===== src/rtl/core/cjtlp_pkg.sv =====
// Shared types and constants of the joint target line parser.
`timescale 1ns / 1ps
package cjtlp_pkg;

  localparam int CHAR_W  = 8;
  localparam int ACCUM_W = 16;
  localparam int LIMIT_W = 15;
  localparam int KIND_W  = 3;
  localparam int KW_W    = 3;
  localparam int OUT_W   = 48;
  localparam int TARGET_SLOTS = 3;

  localparam logic [KIND_W-1:0] KIND_NEWLINE = 3'd0;
  localparam logic [KIND_W-1:0] KIND_COMMA   = 3'd1;
  localparam logic [KIND_W-1:0] KIND_DIGIT   = 3'd2;
  localparam logic [KIND_W-1:0] KIND_BLANK   = 3'd3;
  localparam logic [KIND_W-1:0] KIND_PLUS    = 3'd4;
  localparam logic [KIND_W-1:0] KIND_MINUS   = 3'd5;
  localparam logic [KIND_W-1:0] KIND_OTHER   = 3'd6;

  localparam logic [1:0] PHASE_SKIP = 2'd0;
  localparam logic [1:0] PHASE_READ = 2'd1;
  localparam logic [1:0] PHASE_STOP = 2'd2;

  localparam logic [KW_W-1:0] KW_MATCHED = 3'd4;
  localparam logic [KW_W-1:0] KW_FAIL    = 3'd5;

  localparam logic [1:0] SLOT_DONE = 2'd3;

  localparam logic [1:0] REG_LIMIT_A = 2'd0;
  localparam logic [1:0] REG_LIMIT_B = 2'd1;
  localparam logic [1:0] REG_LIMIT_C = 2'd2;

  localparam logic [CHAR_W-1:0] CHAR_CR    = 8'h0D;
  localparam logic [CHAR_W-1:0] CHAR_LF    = 8'h0A;
  localparam logic [CHAR_W-1:0] CHAR_COMMA = 8'h2C;
  localparam logic [CHAR_W-1:0] CHAR_PLUS  = 8'h2B;
  localparam logic [CHAR_W-1:0] CHAR_MINUS = 8'h2D;
  localparam logic [CHAR_W-1:0] CHAR_SPACE = 8'h20;
  localparam logic [CHAR_W-1:0] CHAR_TAB   = 8'h09;
  localparam logic [CHAR_W-1:0] CHAR_VT    = 8'h0B;
  localparam logic [CHAR_W-1:0] CHAR_FF    = 8'h0C;

  localparam logic [3:0][CHAR_W-1:0] KEYWORD = {8'h4B, 8'h53, 8'h41, 8'h54};

  typedef struct packed {
    logic [KIND_W-1:0] kind;
    logic [3:0]        digit;
    logic [3:0]        kw_hit;
  } q_item_t;

endpackage


===== src/rtl/core/csv_joint_target_line_parser_core.sv =====
// Top level of the joint target line parser.
`timescale 1ns / 1ps
// The block reads a command line one ASCII byte per transfer on the slave
// stream and produces one result transfer on the master stream for every
// newline. Carriage returns are dropped. A line reading TASK in any case sets
// task_start and keeps the joint targets; any other line is read as up to
// three comma-separated decimal integers, each clamped to 0..limit and kept
// as the new target of its joint. The user must write limits on the
// configuration port only while no line is in flight; the block itself does
// not enforce this. A byte is taken every cycle while the queue is not full.
// Accepted bytes are classified at once and written into a short queue; the
// parser behind it handles one byte per cycle but holds a newline while an
// unaccepted result is pending, and each newline it takes sets m_tvalid.
// When the receiver stalls, the result register holds, the parser
// stops on the next newline, the queue fills, and only then does s_tready
// drop. Reset clears the targets, the line state and the queue, and sets all
// limits to 32767.
module csv_joint_target_line_parser_core #(
  parameter int JOINT_COUNT = 3,
  parameter int QUEUE_DEPTH = 4
) (
  input  logic                           clk,
  input  logic                           rst,
  input  logic                           cfg_we,
  input  logic [1:0]                     cfg_index,
  input  logic [cjtlp_pkg::LIMIT_W-1:0]  cfg_data,
  input  logic                           s_tvalid,
  output logic                           s_tready,
  input  logic [cjtlp_pkg::CHAR_W-1:0]   s_tdata,  // [7:0] char_in
  output logic                           m_tvalid,
  input  logic                           m_tready,
  // [0] task_start, [15:1] target_a, [30:16] target_b, [45:31] target_c,
  // [47:46] zero
  output logic [cjtlp_pkg::OUT_W-1:0]    m_tdata
);
  import cjtlp_pkg::*;

  q_item_t push_item;
  q_item_t head;
  logic    push;
  logic    full;
  logic    pop;
  logic    not_empty;

  cjtlp_front u_front (
    .s_tvalid (s_tvalid),
    .s_tready (s_tready),
    .s_tdata  (s_tdata),
    .q_full   (full),
    .q_push   (push),
    .q_item   (push_item)
  );

  cjtlp_queue #(
    .DEPTH (QUEUE_DEPTH)
  ) u_queue (
    .clk       (clk),
    .rst       (rst),
    .push      (push),
    .push_item (push_item),
    .full      (full),
    .pop       (pop),
    .not_empty (not_empty),
    .head      (head)
  );

  cjtlp_back #(
    .JOINT_COUNT (JOINT_COUNT)
  ) u_back (
    .clk       (clk),
    .rst       (rst),
    .cfg_we    (cfg_we),
    .cfg_index (cfg_index),
    .cfg_data  (cfg_data),
    .q_valid   (not_empty),
    .q_head    (head),
    .q_pop     (pop),
    .m_tvalid  (m_tvalid),
    .m_tready  (m_tready),
    .m_tdata   (m_tdata)
  );

endmodule


===== src/rtl/core/cjtlp_front.sv =====
// Front end: classifies each received byte and drops carriage returns.
`timescale 1ns / 1ps
module cjtlp_front (
  input  logic                           s_tvalid,
  output logic                           s_tready,
  input  logic [cjtlp_pkg::CHAR_W-1:0]   s_tdata,  // [7:0] char_in
  input  logic                           q_full,
  output logic                           q_push,
  output cjtlp_pkg::q_item_t             q_item
);
  import cjtlp_pkg::*;

  logic [CHAR_W-1:0] upper;

  assign s_tready = !q_full;
  assign q_push   = s_tvalid && !q_full && (s_tdata != CHAR_CR);
  assign upper    = (s_tdata >= 8'h61 && s_tdata <= 8'h7A) ? s_tdata - 8'd32 : s_tdata;

  always_comb begin
    q_item.digit = s_tdata[3:0];
    for (int k = 0; k < 4; k++) begin
      q_item.kw_hit[k] = (upper == KEYWORD[k]);
    end
    if (s_tdata == CHAR_LF) begin
      q_item.kind = KIND_NEWLINE;
    end else if (s_tdata == CHAR_COMMA) begin
      q_item.kind = KIND_COMMA;
    end else if (s_tdata >= 8'h30 && s_tdata <= 8'h39) begin
      q_item.kind = KIND_DIGIT;
    end else if (s_tdata == CHAR_SPACE || s_tdata == CHAR_TAB ||
                 s_tdata == CHAR_VT || s_tdata == CHAR_FF) begin
      q_item.kind = KIND_BLANK;
    end else if (s_tdata == CHAR_PLUS) begin
      q_item.kind = KIND_PLUS;
    end else if (s_tdata == CHAR_MINUS) begin
      q_item.kind = KIND_MINUS;
    end else begin
      q_item.kind = KIND_OTHER;
    end
  end

endmodule


===== src/rtl/core/cjtlp_queue.sv =====
// Short queue of classified bytes between the front and back ends.
`timescale 1ns / 1ps
module cjtlp_queue #(
  parameter int DEPTH = 4
) (
  input  logic                 clk,
  input  logic                 rst,
  input  logic                 push,
  input  cjtlp_pkg::q_item_t   push_item,
  output logic                 full,
  input  logic                 pop,
  output logic                 not_empty,
  output cjtlp_pkg::q_item_t   head
);
  import cjtlp_pkg::*;

  localparam int AW = (DEPTH > 1) ? $clog2(DEPTH) : 1;
  localparam int CW = $clog2(DEPTH + 1);

  q_item_t         entries [DEPTH];
  logic [AW-1:0]   wr_ptr;
  logic [AW-1:0]   rd_ptr;
  logic [CW-1:0]   count;

  assign full      = (count == CW'(DEPTH));
  assign not_empty = (count != '0);
  assign head      = entries[rd_ptr];

  always_ff @(posedge clk) begin
    if (push) begin
      entries[wr_ptr] <= push_item;
    end
  end

  always_ff @(posedge clk) begin
    if (rst) begin
      wr_ptr <= '0;
      rd_ptr <= '0;
      count  <= '0;
    end else begin
      if (push) begin
        wr_ptr <= (wr_ptr == AW'(DEPTH - 1)) ? '0 : wr_ptr + 1'b1;
      end
      if (pop) begin
        rd_ptr <= (rd_ptr == AW'(DEPTH - 1)) ? '0 : rd_ptr + 1'b1;
      end
      if (push && !pop) begin
        count <= count + 1'b1;
      end else if (pop && !push) begin
        count <= count - 1'b1;
      end
    end
  end

endmodule


===== src/rtl/core/cjtlp_back.sv =====
// Back end: field parser, keyword match, clamping and the result register.
`timescale 1ns / 1ps
module cjtlp_back #(
  parameter int JOINT_COUNT = 3
) (
  input  logic                           clk,
  input  logic                           rst,
  input  logic                           cfg_we,
  input  logic [1:0]                     cfg_index,
  input  logic [cjtlp_pkg::LIMIT_W-1:0]  cfg_data,
  input  logic                           q_valid,
  input  cjtlp_pkg::q_item_t             q_head,
  output logic                           q_pop,
  output logic                           m_tvalid,
  input  logic                           m_tready,
  output logic [cjtlp_pkg::OUT_W-1:0]    m_tdata
);
  import cjtlp_pkg::*;

  logic [LIMIT_W-1:0] limits [TARGET_SLOTS];
  logic [LIMIT_W-1:0] targets [TARGET_SLOTS];
  logic [ACCUM_W-1:0] line_values [TARGET_SLOTS];
  logic [1:0]         field_slot;
  logic [ACCUM_W-1:0] digit_accum;
  logic               value_negative;
  logic [1:0]         token_phase;
  logic [KW_W-1:0]    keyword_progress;
  logic               task_flag;

  logic               load_ok;
  logic               is_newline;
  logic [ACCUM_W-1:0] store_value;
  logic [19:0]        accum_sum;
  logic [ACCUM_W-1:0] accum_next;
  logic [ACCUM_W-1:0] final_values [TARGET_SLOTS];

  assign load_ok     = !m_tvalid || m_tready;
  assign is_newline  = (q_head.kind == KIND_NEWLINE);
  assign q_pop       = q_valid && (!is_newline || load_ok);
  assign store_value = value_negative ? '0 : digit_accum;
  assign accum_sum   = {1'b0, digit_accum, 3'b0} + {3'b0, digit_accum, 1'b0}
                     + {16'b0, q_head.digit};
  assign accum_next  = (accum_sum > 20'h0FFFF) ? {ACCUM_W{1'b1}} : accum_sum[ACCUM_W-1:0];
  assign m_tdata     = {2'b00, targets[2], targets[1], targets[0], task_flag};

  always_comb begin
    for (int i = 0; i < TARGET_SLOTS; i++) begin
      final_values[i] = (field_slot == 2'(i)) ? store_value : line_values[i];
    end
  end

  always_ff @(posedge clk) begin
    if (rst) begin
      for (int i = 0; i < TARGET_SLOTS; i++) begin
        limits[i] <= {LIMIT_W{1'b1}};
      end
    end else if (cfg_we && cfg_index <= REG_LIMIT_C) begin
      limits[cfg_index] <= cfg_data;
    end
  end

  always_ff @(posedge clk) begin
    if (rst) begin
      m_tvalid         <= 1'b0;
      task_flag        <= 1'b0;
      field_slot       <= '0;
      digit_accum      <= '0;
      value_negative   <= 1'b0;
      token_phase      <= PHASE_SKIP;
      keyword_progress <= '0;
      for (int i = 0; i < TARGET_SLOTS; i++) begin
        line_values[i] <= '0;
        targets[i]     <= '0;
      end
    end else begin
      if (q_pop && is_newline) begin
        m_tvalid <= 1'b1;
      end else if (m_tready) begin
        m_tvalid <= 1'b0;
      end
      if (q_pop) begin
        if (is_newline) begin
          task_flag <= (keyword_progress == KW_MATCHED);
          if (keyword_progress != KW_MATCHED) begin
            for (int i = 0; i < TARGET_SLOTS; i++) begin
              if (i < JOINT_COUNT) begin
                targets[i] <= (final_values[i] > {1'b0, limits[i]}) ? limits[i]
                            : final_values[i][LIMIT_W-1:0];
              end
            end
          end
          field_slot       <= '0;
          keyword_progress <= '0;
          digit_accum      <= '0;
          value_negative   <= 1'b0;
          token_phase      <= PHASE_SKIP;
          for (int i = 0; i < TARGET_SLOTS; i++) begin
            line_values[i] <= '0;
          end
        end else begin
          if (keyword_progress < KW_MATCHED && q_head.kw_hit[keyword_progress[1:0]]) begin
            keyword_progress <= keyword_progress + 1'b1;
          end else begin
            keyword_progress <= KW_FAIL;
          end
          if (field_slot != SLOT_DONE) begin
            unique case (q_head.kind) inside
              KIND_COMMA: begin
                line_values[field_slot] <= store_value;
                field_slot              <= field_slot + 1'b1;
                digit_accum             <= '0;
                value_negative          <= 1'b0;
                token_phase             <= PHASE_SKIP;
              end
              KIND_DIGIT: begin
                if (token_phase != PHASE_STOP) begin
                  digit_accum <= accum_next;
                  token_phase <= PHASE_READ;
                end
              end
              KIND_BLANK: begin
                if (token_phase != PHASE_SKIP) begin
                  token_phase <= PHASE_STOP;
                end
              end
              KIND_PLUS, KIND_MINUS: begin
                if (token_phase == PHASE_SKIP) begin
                  value_negative <= (q_head.kind == KIND_MINUS);
                  token_phase    <= PHASE_READ;
                end else begin
                  token_phase <= PHASE_STOP;
                end
              end
              default: begin
                token_phase <= PHASE_STOP;
              end
            endcase
          end
        end
      end
    end
  end

endmodule


===== config.mk =====
export PLATFORM = sky130hd
export DESIGN_NAME = csv_joint_target_line_parser_core
export DESIGN_NICKNAME = d
export VERILOG_FILES = /design/src/rtl/core/cjtlp_pkg.sv /design/src/rtl/core/csv_joint_target_line_parser_core.sv /design/src/rtl/core/cjtlp_front.sv /design/src/rtl/core/cjtlp_queue.sv /design/src/rtl/core/cjtlp_back.sv
export SDC_FILE = /design/constraint.sdc
export NUM_CORES = 1
export LEC_CHECK = 0
export ABC_CLOCK_PERIOD_IN_PS = 5900
export BUFFER_PORTS_ARGS = -buffer_cell sky130_fd_sc_hd__buf_2
export CAP_MARGIN = 0
export CORE_MARGIN = 4
export CORE_UTILIZATION = 50
export DETAILED_ROUTE_END_ITERATION = 10
export PLACE_DENSITY = 0.69
export SYNTH_ARGS = -nofsm -noshare
export SYNTH_HDL_FRONTEND = slang
export SYNTH_SLANG_ARGS = --single-unit

===== constraint.sdc =====
create_clock -name clk -period 5.9 [get_ports clk]
set_clock_uncertainty 0.15 [all_clocks]
set_input_delay 1.18 -clock clk [delete_from_list [all_inputs] [get_ports clk]]
set_output_delay 1.18 -clock clk [all_outputs]
set_load 0.03 [all_outputs]

# [Yosys cells after proc, flatten, opt, wreduce, memory -nomap -nowiden]
# Memories as Yosys holds them, arrays and structs flattened. A register that Yosys moved wholly into a read port is not among the register bits.
# Cells that the tools add are included.
[totals] n_memories=4 in_bits=30 ram_bits=182 output_inout_bits=50 regBits=33 word_cells=187
[op_classes] n_eq_ne=30 reduce_logical=39 add_sub_neg=9 muxes=78 n_lt_le_gt_ge=11 n_bitwise=6
[memory_table] name="u_back.line_values" depth=3 width=16 rd=3 rd_clocked_by_memory_dff=0 write_ports=3 line="cjtlp_back.sv:22" source="logic [ACCUM_W-1:0] line_values [TARGET_SLOTS];"
[memory_table] name="u_back.limits" depth=3 width=15 rd=3 rd_clocked_by_memory_dff=0 write_ports=3 line="cjtlp_back.sv:20" source="logic [LIMIT_W-1:0] limits [TARGET_SLOTS];"
[memory_table] name="u_back.targets" depth=3 width=15 rd=3 rd_clocked_by_memory_dff=0 write_ports=3 line="cjtlp_back.sv:21" source="logic [LIMIT_W-1:0] targets [TARGET_SLOTS];"
[memory_table] name="u_queue.entries" depth=4 width=11 rd=1 rd_clocked_by_memory_dff=1 write_ports=1 line="cjtlp_queue.sv:20" source="q_item_t entries [DEPTH];"
[op_table] operator="$mux W16" n=12
[op_table] operator="$mux W15" n=7
[op_table] operator="$gt A16 B15 Y1" n=3
[op_table] operator="$eq A8 B4 Y1 const B" n=4
[op_table] operator="$eq A8 B6 Y1 const B" n=4
[op_table] operator="$eq A8 B7 Y1 const B" n=4
[op_table] operator="$pmux W16 S2" n=1
[op_table] operator="$mux W1" n=30
[op_table] operator="$mux W2" n=15
[op_table] operator="$mux W3" n=9
[op_table] operator="$add A19 B17 Y20" n=1
[op_table] operator="$add A20 B4 Y20" n=1
[op_table] operator="$gt A20 B16 Y1 const B" n=1
[op_table] operator="$reduce_or A16 Y1" n=1
[op_table] operator="$reduce_or A15 Y1" n=1
[op_table] operator="$eq A3 B3 Y1 const B" n=4
[op_table] operator="$reduce_and A4 Y1" n=3
[op_table] operator="$logic_and A1 B1 Y1" n=10
[op_table] operator="$reduce_bool A2 Y1" n=5
[op_table] operator="$reduce_bool A3 Y1" n=3
[op_table] operator="$ge A8 B6 Y1 const B" n=1
[op_table] operator="$ge A8 B7 Y1 const B" n=1
[op_table] operator="$le A8 B6 Y1 const B" n=1
[op_table] operator="$le A8 B7 Y1 const B" n=1
[op_table] operator="other kinds (28)" n=50

# [Depth between registers and ports, before layout]
# Gate-level depths: netlist of the first run.
[logic_depth] word_depth=9 ltp_mapped=14 depth_no_buf=11

# [Hierarchy]
# From an unflattened synthesis of the first run, not the netlist that was laid out.
[hier_totals] cells_unflattened=1079 area_unflattened_um2=12436.9
[by_module_without_submodules] module="cjtlp_back" area_each_um2=10007.1 instances=1 cells_each=919 seq_area_each_um2=4664.5
[by_module_without_submodules] module="cjtlp_queue" area_each_um2=2030.7 instances=1 cells_each=101 seq_area_each_um2=1501.4
[by_module_without_submodules] module="cjtlp_front" area_each_um2=399.1 instances=1 cells_each=59 seq_area_each_um2=0.0

# [Least setup slack after synthesis of the first run]
# Ideal clock, no wire load.
[synth_path] kind="register to register" startpoint="register with a tool-made name" endpoint="register u_back.digit_accum[9]" setup_ns=0.122 path_buffers=2 slack_ns=1.576 t_required_ns=5.628 t_arrival_ns=4.052 period_less_slack_ns=4.324 path_stages_with_launch=13 path_cell_list="dfxtp_1 > buf_2 > mux4_2 > fa_1 > fa_1 > a211oi_1 > o21a_1 > a2111oi_0 > or3_1 > a221oi_2 > a21boi_4 > buf_6 > a221o_1"
[synth_lines] item="end signal, assigned" line="cjtlp_back.sv:117" source="digit_accum <= accum_next;"
[synth_lines] item="end, declared" line="cjtlp_back.sv:24" source="logic [ACCUM_W-1:0] digit_accum;"

==> qor.yml, run 1 <==
outcome:
  run_status: "completed"
yosys:
  netlist_area_mm2: 0.01214
  ys_async_sr_fraction: 0
  synth-simple-area-share: 0.1539
  synth_seq_cells: 217
  synth_edf_count: 182
  postSynthCellCount: 1064
  ys_seq_area_frac: 0.5079
  synth_cell_types: 66
  synth_fa_ha_area_frac: 0.09667
  yosysWarningCount: 0
  synth_compound_area_frac: 0.08461
  synth.area.mux_share: 0.1090
  synth_xor_xnor_area_share: 0.01082
  synth_top_family_by_area: "simple AND/OR/NAND/NOR gates"
  ys.flop_type: "edfxtp_1"
  syn_area_per_cell_um2: 11.41
power:
  peakVddDrop_uv: 282.1
  cellPowerDensity_mw_per_mm2: 321.4
  cellLeakagePower_nw: 5.655
final_layout:
  drive_gt1_frac: 0.1753
  final_common_cell: "edfxtp_1"
  diodes: 0
  final_cell_mix: "182 x edfxtp_1, 121 x nand2_1, 89 x nor2_1, 89 x ha_1, 77 x buf_2"
  final_nets: 1256
  area_growth_pct: 12.28
  stdcell_area_mm2: 0.01363
sta:
  worstMarginPinSlew_ps: 1226
  max_freq_mhz: 224.3
  min_period_ps: 4459
  post-route-period-util: 0.7557
  grt_setup_unrepaired: "false"
  hold_viol_final: 0
  slew-limit-headroom: 0.1824
  setup_viol: 0
  maxSlewViolCount: 0
  tns_ps: 0
clocking:
  ctsLongestPathBuffers: 3
  post-cts-setup-buffer-count: 0
  worstSkewPairLatency_ps: 530
  postCtsHoldBufs: 0
  cts_tree: "done"
  path_clk_slew_ps: 60
  cts.repair.resized: 0
  cts_sinks: 217
  cts.htree.levels: 1
  cts_made_buffers: 24
  root_buffer: "clkbuf_16"
global_routing:
  grt_max_degree: 91
  grt_pass1_vias: 7825
  antenna_found_initial: 0
  grt_usage: 0.2039
  grt_remaining_overflow: 0
  grt_first_pass_wirelength_um: 43180
floorplan:
  dieArea_mm2: 0.02684
  fp.coreArea_mm2: 0.02368
  initial_core_util: 0.5126
  io_pins: 80
  fp-row-count: 56
  dieHeight_um: 163.8
  die_w_um: 163.8
hold_path:
  min_from: "u_back.task_flag"
  hold_depth: 2
  hold_path.class: "flop to flop"
route:
  antenna_left: 0
  viasPerCell: 5.611
  wirelength_um: 27500
  drc: 0
  drt_iter0_drc: 618
  via_count: 8254
  first_pass_iters: 5
  wire_per_inst_um: 18.70
worst_setup_path:
  worstRegToRegCells: 10
  crit_slowest_cell: "dfxtp_1"
  start_kind: "flop"
  crit_path_max_incr_delay_ps: 790
  worst_path_most_repeated_cell: "fa_1"
  end_kind: "flop"
  worstPathMaxFanout: 15
  critPathKind: "flop to flop"
  cp.arrival_ps: 4700
  required_ps: 6140
  cp_cell_sequence: "mux4_2 > fa_1 > fa_1 > a211oi_1 > o21a_1 > a2111oi_0 > or3_1 > a221oi_2 > a21boi_4 > a221o_1"
place:
  portBuffers: 77
  placed_area_mm2: 0.01282
  routabilityCongestion: 0.8998
  hpwl_um: 19960
run:
  cap_violations: 0
worst max-delay path, delay by kind of cell, from the launching register on:
kind | cells | cell delay (ps)
adders and majority gates | 2 | 990
muxes | 1 | 420
AOI/OAI and AO/OA | 6 | 1600
DFF | 1 | 790
and+or+nand+nor | 1 | 380
state kept, by name, summed over array words and instances, names as in the netlist, named ones only:
signal / cells
u_back.digit_accum: 16
u_back.field_slot: 2
u_back.keyword_progress: 3
u_back.limits: 45
u_back.line_values: 48
u_back.m_tvalid: 1
u_back.targets: 45
u_back.task_flag: 1
u_back.token_phase: 2
u_back.value_negative: 1
u_queue.count: 3
u_queue.entries: 44
u_queue.rd_ptr: 2
u_queue.wr_ptr: 2
path summary, 6_finish.rpt:
check | end | slack [ps]
min reg2reg | u_back.task_flag | 310
max | u_back.digit_accum[10] | 1440
min | u_back.task_flag | 310
max reg2reg | u_back.digit_accum[10] | 1440
routing by layer:
metal | share of wire | wire length, µm | GRT usage | vias up
met5 | 0 | 0 | 0 | -
met4 | 0.026 | 709 | 0.05833 | 0
met3 | 0.050 | 1382 | 0.02560 | 37
met2 | 0.47 | 12960 | 0.3271 | 195
met1 | 0.45 | 12460 | 0.2934 | 4025
li1 | - | - | - | 3997
metrics by stage:
step | hold slack, ps | util | power (mW) | std cells | setup slack [ps]
6_report | 309.2 | 0.5756 | 4.382 | 1471 | 1441
5_1_grt | 330.2 | 0.5756 | 4.588 | 1471 | 1250
4_1_cts | 315.7 | 0.5756 | 4.401 | 1471 | 1435
3_5_place_dp | 301.1 | 0.5413 | 2.882 | 1427 | 1474
3_3_place_gp | 283.9 | 0.5413 | 2.861 | 1427 | 1549
2_1_floorplan | 275.9 | - | 2.619 | 1065 | 1576
power breakdown:
| part | switching, mW | internal [mW] | leakage [nW] | total (mW) |
|---|---|---|---|---|
| clock | 0.610 | 0.915 | 0.403 | 1.53 |
| sequential | 0.108 | 1.81 | 2.08 | 1.92 |
| combinational | 0.548 | 0.390 | 3.17 | 0.938 |
| total | 1.27 | 3.12 | 5.66 | 4.38 |
logic make-up (layout without fill, tap and decap cells):
group / after synthesis / in the layout
simple gates: 381 / 381
flops: 217 / 217
compound gates: 144 / 144
mux: 112 / 112
buf+inv: 102 / 189
fa+ha+maj: 92 / 92
xor+xnor: 15 / 15
other cells: 1 / 2
Yosys cell counts (17+ instances only):
master / count / area (µm²)
dfxtp_1: 35 / 700.7
nand2_1: 121 / 454.2
nand3_1: 18 / 90.09
inv_1: 55 / 206.5
o21ai_0: 20 / 100.1
ha_1: 89 / 1114
mux2i_1: 58 / 580.6
mux2_2: 42 / 473.0
edfxtp_1: 182 / 5465
a21oi_1: 42 / 210.2
nor2_1: 89 / 334.1
nor2b_1: 27 / 168.9
nand2b_1: 70 / 437.9
a21o_1: 17 / 127.6
clkbuf_1: 26 / 97.59
area by class of cell:
cell class / count / area (µm²)
Clock buffer: 27 / 643.1
Tap cell: 319 / 399.1
Fill cell: 2047 / 10050
Sequential cell: 217 / 6166
Clock inverter: 17 / 168.9
Multi-Input combinational cell: 746 / 5565
Timing Repair Buffer: 90 / 483.0
Inverter: 55 / 206.4
No activity file was read; power rests on OpenSTA's default activity.
==> inputs of run 2 (changes only) <==
- ABC_CLOCK_PERIOD_IN_PS: 5900 -> 3900
- PLACE_DENSITY: 0.69 -> 0.71
- clock period: 5.9 -> 3.9 ns (I/O delays scaled with it)
==> qor.yml, run 2 (synthesized netlist as in run 1, its figures left out) <==
outcome:
  run_status: "completed"
final_layout:
  largest_registers: "u_back.line_values x48, u_back.limits x45, u_back.targets x45"
  largest_reg_flops: 48  # unchanged
  drive_gt1_frac: 0.2066  # +0.03126
  area_growth_pct: 14.87
  final_nets: 1286  # +2.4%
  final_cell_mix: "182 x edfxtp_1, 121 x nand2_1, 89 x nor2_1, 88 x ha_1, 77 x buf_2"
  final_common_cell: "edfxtp_1"
  utilization: 0.5889  # +0.01326
  stdcell_area_mm2: 0.01395  # +2.3%
  fin_cells: 1500  # +2.0%
  diodes: 0  # unchanged
  top_register: "u_back.line_values"
global_routing:
  grt_pass1_vias: 8002  # +2.3%
  grt_first_pass_wirelength_um: 42230  # -2.2%
  grt_usage: 0.1976  # -0.006352
  antenna_found_initial: 0  # unchanged
  met2_usage: 0.3277  # +0.0005637
  met3_usage: 0.03212  # +0.006524
  grt_max_degree: 91  # unchanged
  grt-busiest-layer: "met2"
  grt_use_met1: 0.2741  # -0.01931
  grt_remaining_overflow: 0  # unchanged
sta:
  hold_viol_final: 0  # unchanged
  post-route-period-util: 0.9787  # +0.2229
  min_period_ps: 3817  # -642.0 ps
  slew-limit-headroom: 0.2268  # +0.04439
  setup_viol: 0  # unchanged
  grt_setup_unrepaired: "true"
  max_freq_mhz: 262.0  # +17%
  maxSlewViolCount: 0  # unchanged
  fin_ws_ps: 83.27  # -1358 ps
  worstMarginPinSlew_ps: 1160  # -66.58 ps
power:
  peakVddDrop_uv: 416.8  # +48%
  cellLeakagePower_nw: 5.804  # +2.6%
  cellPowerDensity_mw_per_mm2: 479.9  # +49%
clocking:
  cts.htree.levels: 1  # unchanged
  cts_tree: "done"
  cts_sinks: 217  # unchanged
  cts_made_buffers: 23  # -4.2%
  root_buffer: "clkbuf_16"
  postCtsHoldBufs: 0  # unchanged
  worstSkewPairLatency_ps: 520  # about the same
  ctsLongestPathBuffers: 3  # unchanged
  path_clk_slew_ps: 60  # about the same
floorplan:
  io_pins: 80  # unchanged
  dieArea_mm2: 0.02684  # unchanged
  dieHeight_um: 163.8  # unchanged
  fp.coreArea_mm2: 0.02368  # unchanged
  initial_core_util: 0.5126  # unchanged
  die_w_um: 163.8  # unchanged
  fp-row-count: 56  # unchanged
worst_setup_path:
  cp.arrival_ps: 4060  # -640 ps
  worst_path_most_repeated_cell: "fa_2"
  start_kind: "flop"
  crit_slowest_cell: "mux4_2"
  cp_cell_sequence: "mux4_2 > fa_2 > fa_2 > a211oi_4 > o21a_1 > a2111oi_2 > or3_4 > a221oi_4 > buf_4 > nand3_1 > a22o_1"
  end_kind: "flop"
  required_ps: 4140  # -2000 ps
  worst-path-buf-inv: 1  # +1
  worstPathMaxFanout: 4  # -11
  crit_path_max_incr_delay_ps: 510  # -280 ps
  critPathTopFamily: "compound AO/OA/AOI/OAI gates"
  critPathKind: "flop to flop"
place:
  routabilityCongestion: 0.9026  # +0.31%
  portBuffers: 77  # unchanged
  dp_cells: 1453  # +1.8%
  hpwl_um: 19550  # -2.1%
  placed_area_mm2: 0.01306  # +1.8%
  dp_slack_ps: 48.68  # -1425 ps
hold_path:
  min_from: "u_back.task_flag"
  hold_path.class: "flop to flop"
route:
  first_pass_iters: 5  # unchanged
  viasPerCell: 5.529  # -1.5%
  wirelength_um: 26830  # -2.5%
  drt_iter0_drc: 558  # -9.7%
  antenna_left: 0  # unchanged
  via_count: 8293  # +0.47%
  wire_per_inst_um: 17.88  # -4.4%
  drc: 0  # unchanged
run:
  cap_violations: 0  # unchanged
run 2: cell types whose count changed in the layout (fill, tap and decap cells not counted), moves of 2 or more:
cell and delta:
buf_12 +2, clkinvlp_4 +2, fa_2 +2, a2111oi_0 -2, fa_1 -2, a2111oi_2 +2, clkinv_2 +2, clkinv_1 -4
buf_4 +28
run 2: per-stage QoR:
| step | TNS [ps] | total power [mW] | hold WS [ps] |
|---|---|---|---|
| 3_5_place_dp | 0 | 4.414 | 284.4 |
| 6_report | 0 | 6.692 | 297.4 |
| 2_1_floorplan | 0 | 3.987 | 275.9 |
| 4_1_cts | 0 | 6.697 | 293.9 |
| 3_3_place_gp | 0 | 4.378 | 283.8 |
| 5_1_grt | -368.6 | 7.003 | 314.1 |
run 2: cell type report:
type | instances | area [µm²]
clock buffer | 26 | 639.4
clock inverter | 16 | 165.2
fill | 2026 | 9737
inverter | 55 | 206.4
multi-input combinational | 747 | 5633
sequential | 217 | 6170
tap | 319 | 399.1
timing repair buffer | 120 | 733.2
run 2: metal layers:
metal	share of wire	vias to the layer above	routed length [µm]
li1	-	4050	-
met4	0.018	0	478
met2	0.48	236	12970
met5	0	-	0
met3	0.060	38	1615
met1	0.44	3969	11760
run 2: worst register-to-register path, stage by stage, from the launching register on:
cell	delay, ps
dfxtp_4	370
mux4_2	510
fa_2	470
fa_2	440
a211oi_4	230
o21a_1	190
a2111oi_2	80
or3_4	360
a221oi_4	430
buf_4	180
nand3_1	70
a22o_1	220
run 2: worst paths after layout:
check	to	slack [ps]	cells after the start
worst max-delay path	u_back.digit_accum[11]	80	11
worst min-delay path	u_back.task_flag	300	2
worst min register to register	u_back.task_flag	300	2
worst max register to register	u_back.digit_accum[11]	80	11
run 2: where the power goes:
part	leakage [nW]	internal [mW]	switching [mW]
Combinational	3.33	0.662	0.871
Sequential	2.08	2.74	0.134
Clock	0.397	1.38	0.907
run 2: timing repair:
item,in CTS,in global routing
setup endpoints to repair,0,29
resized for setup,0,8
buffers inserted,0,4
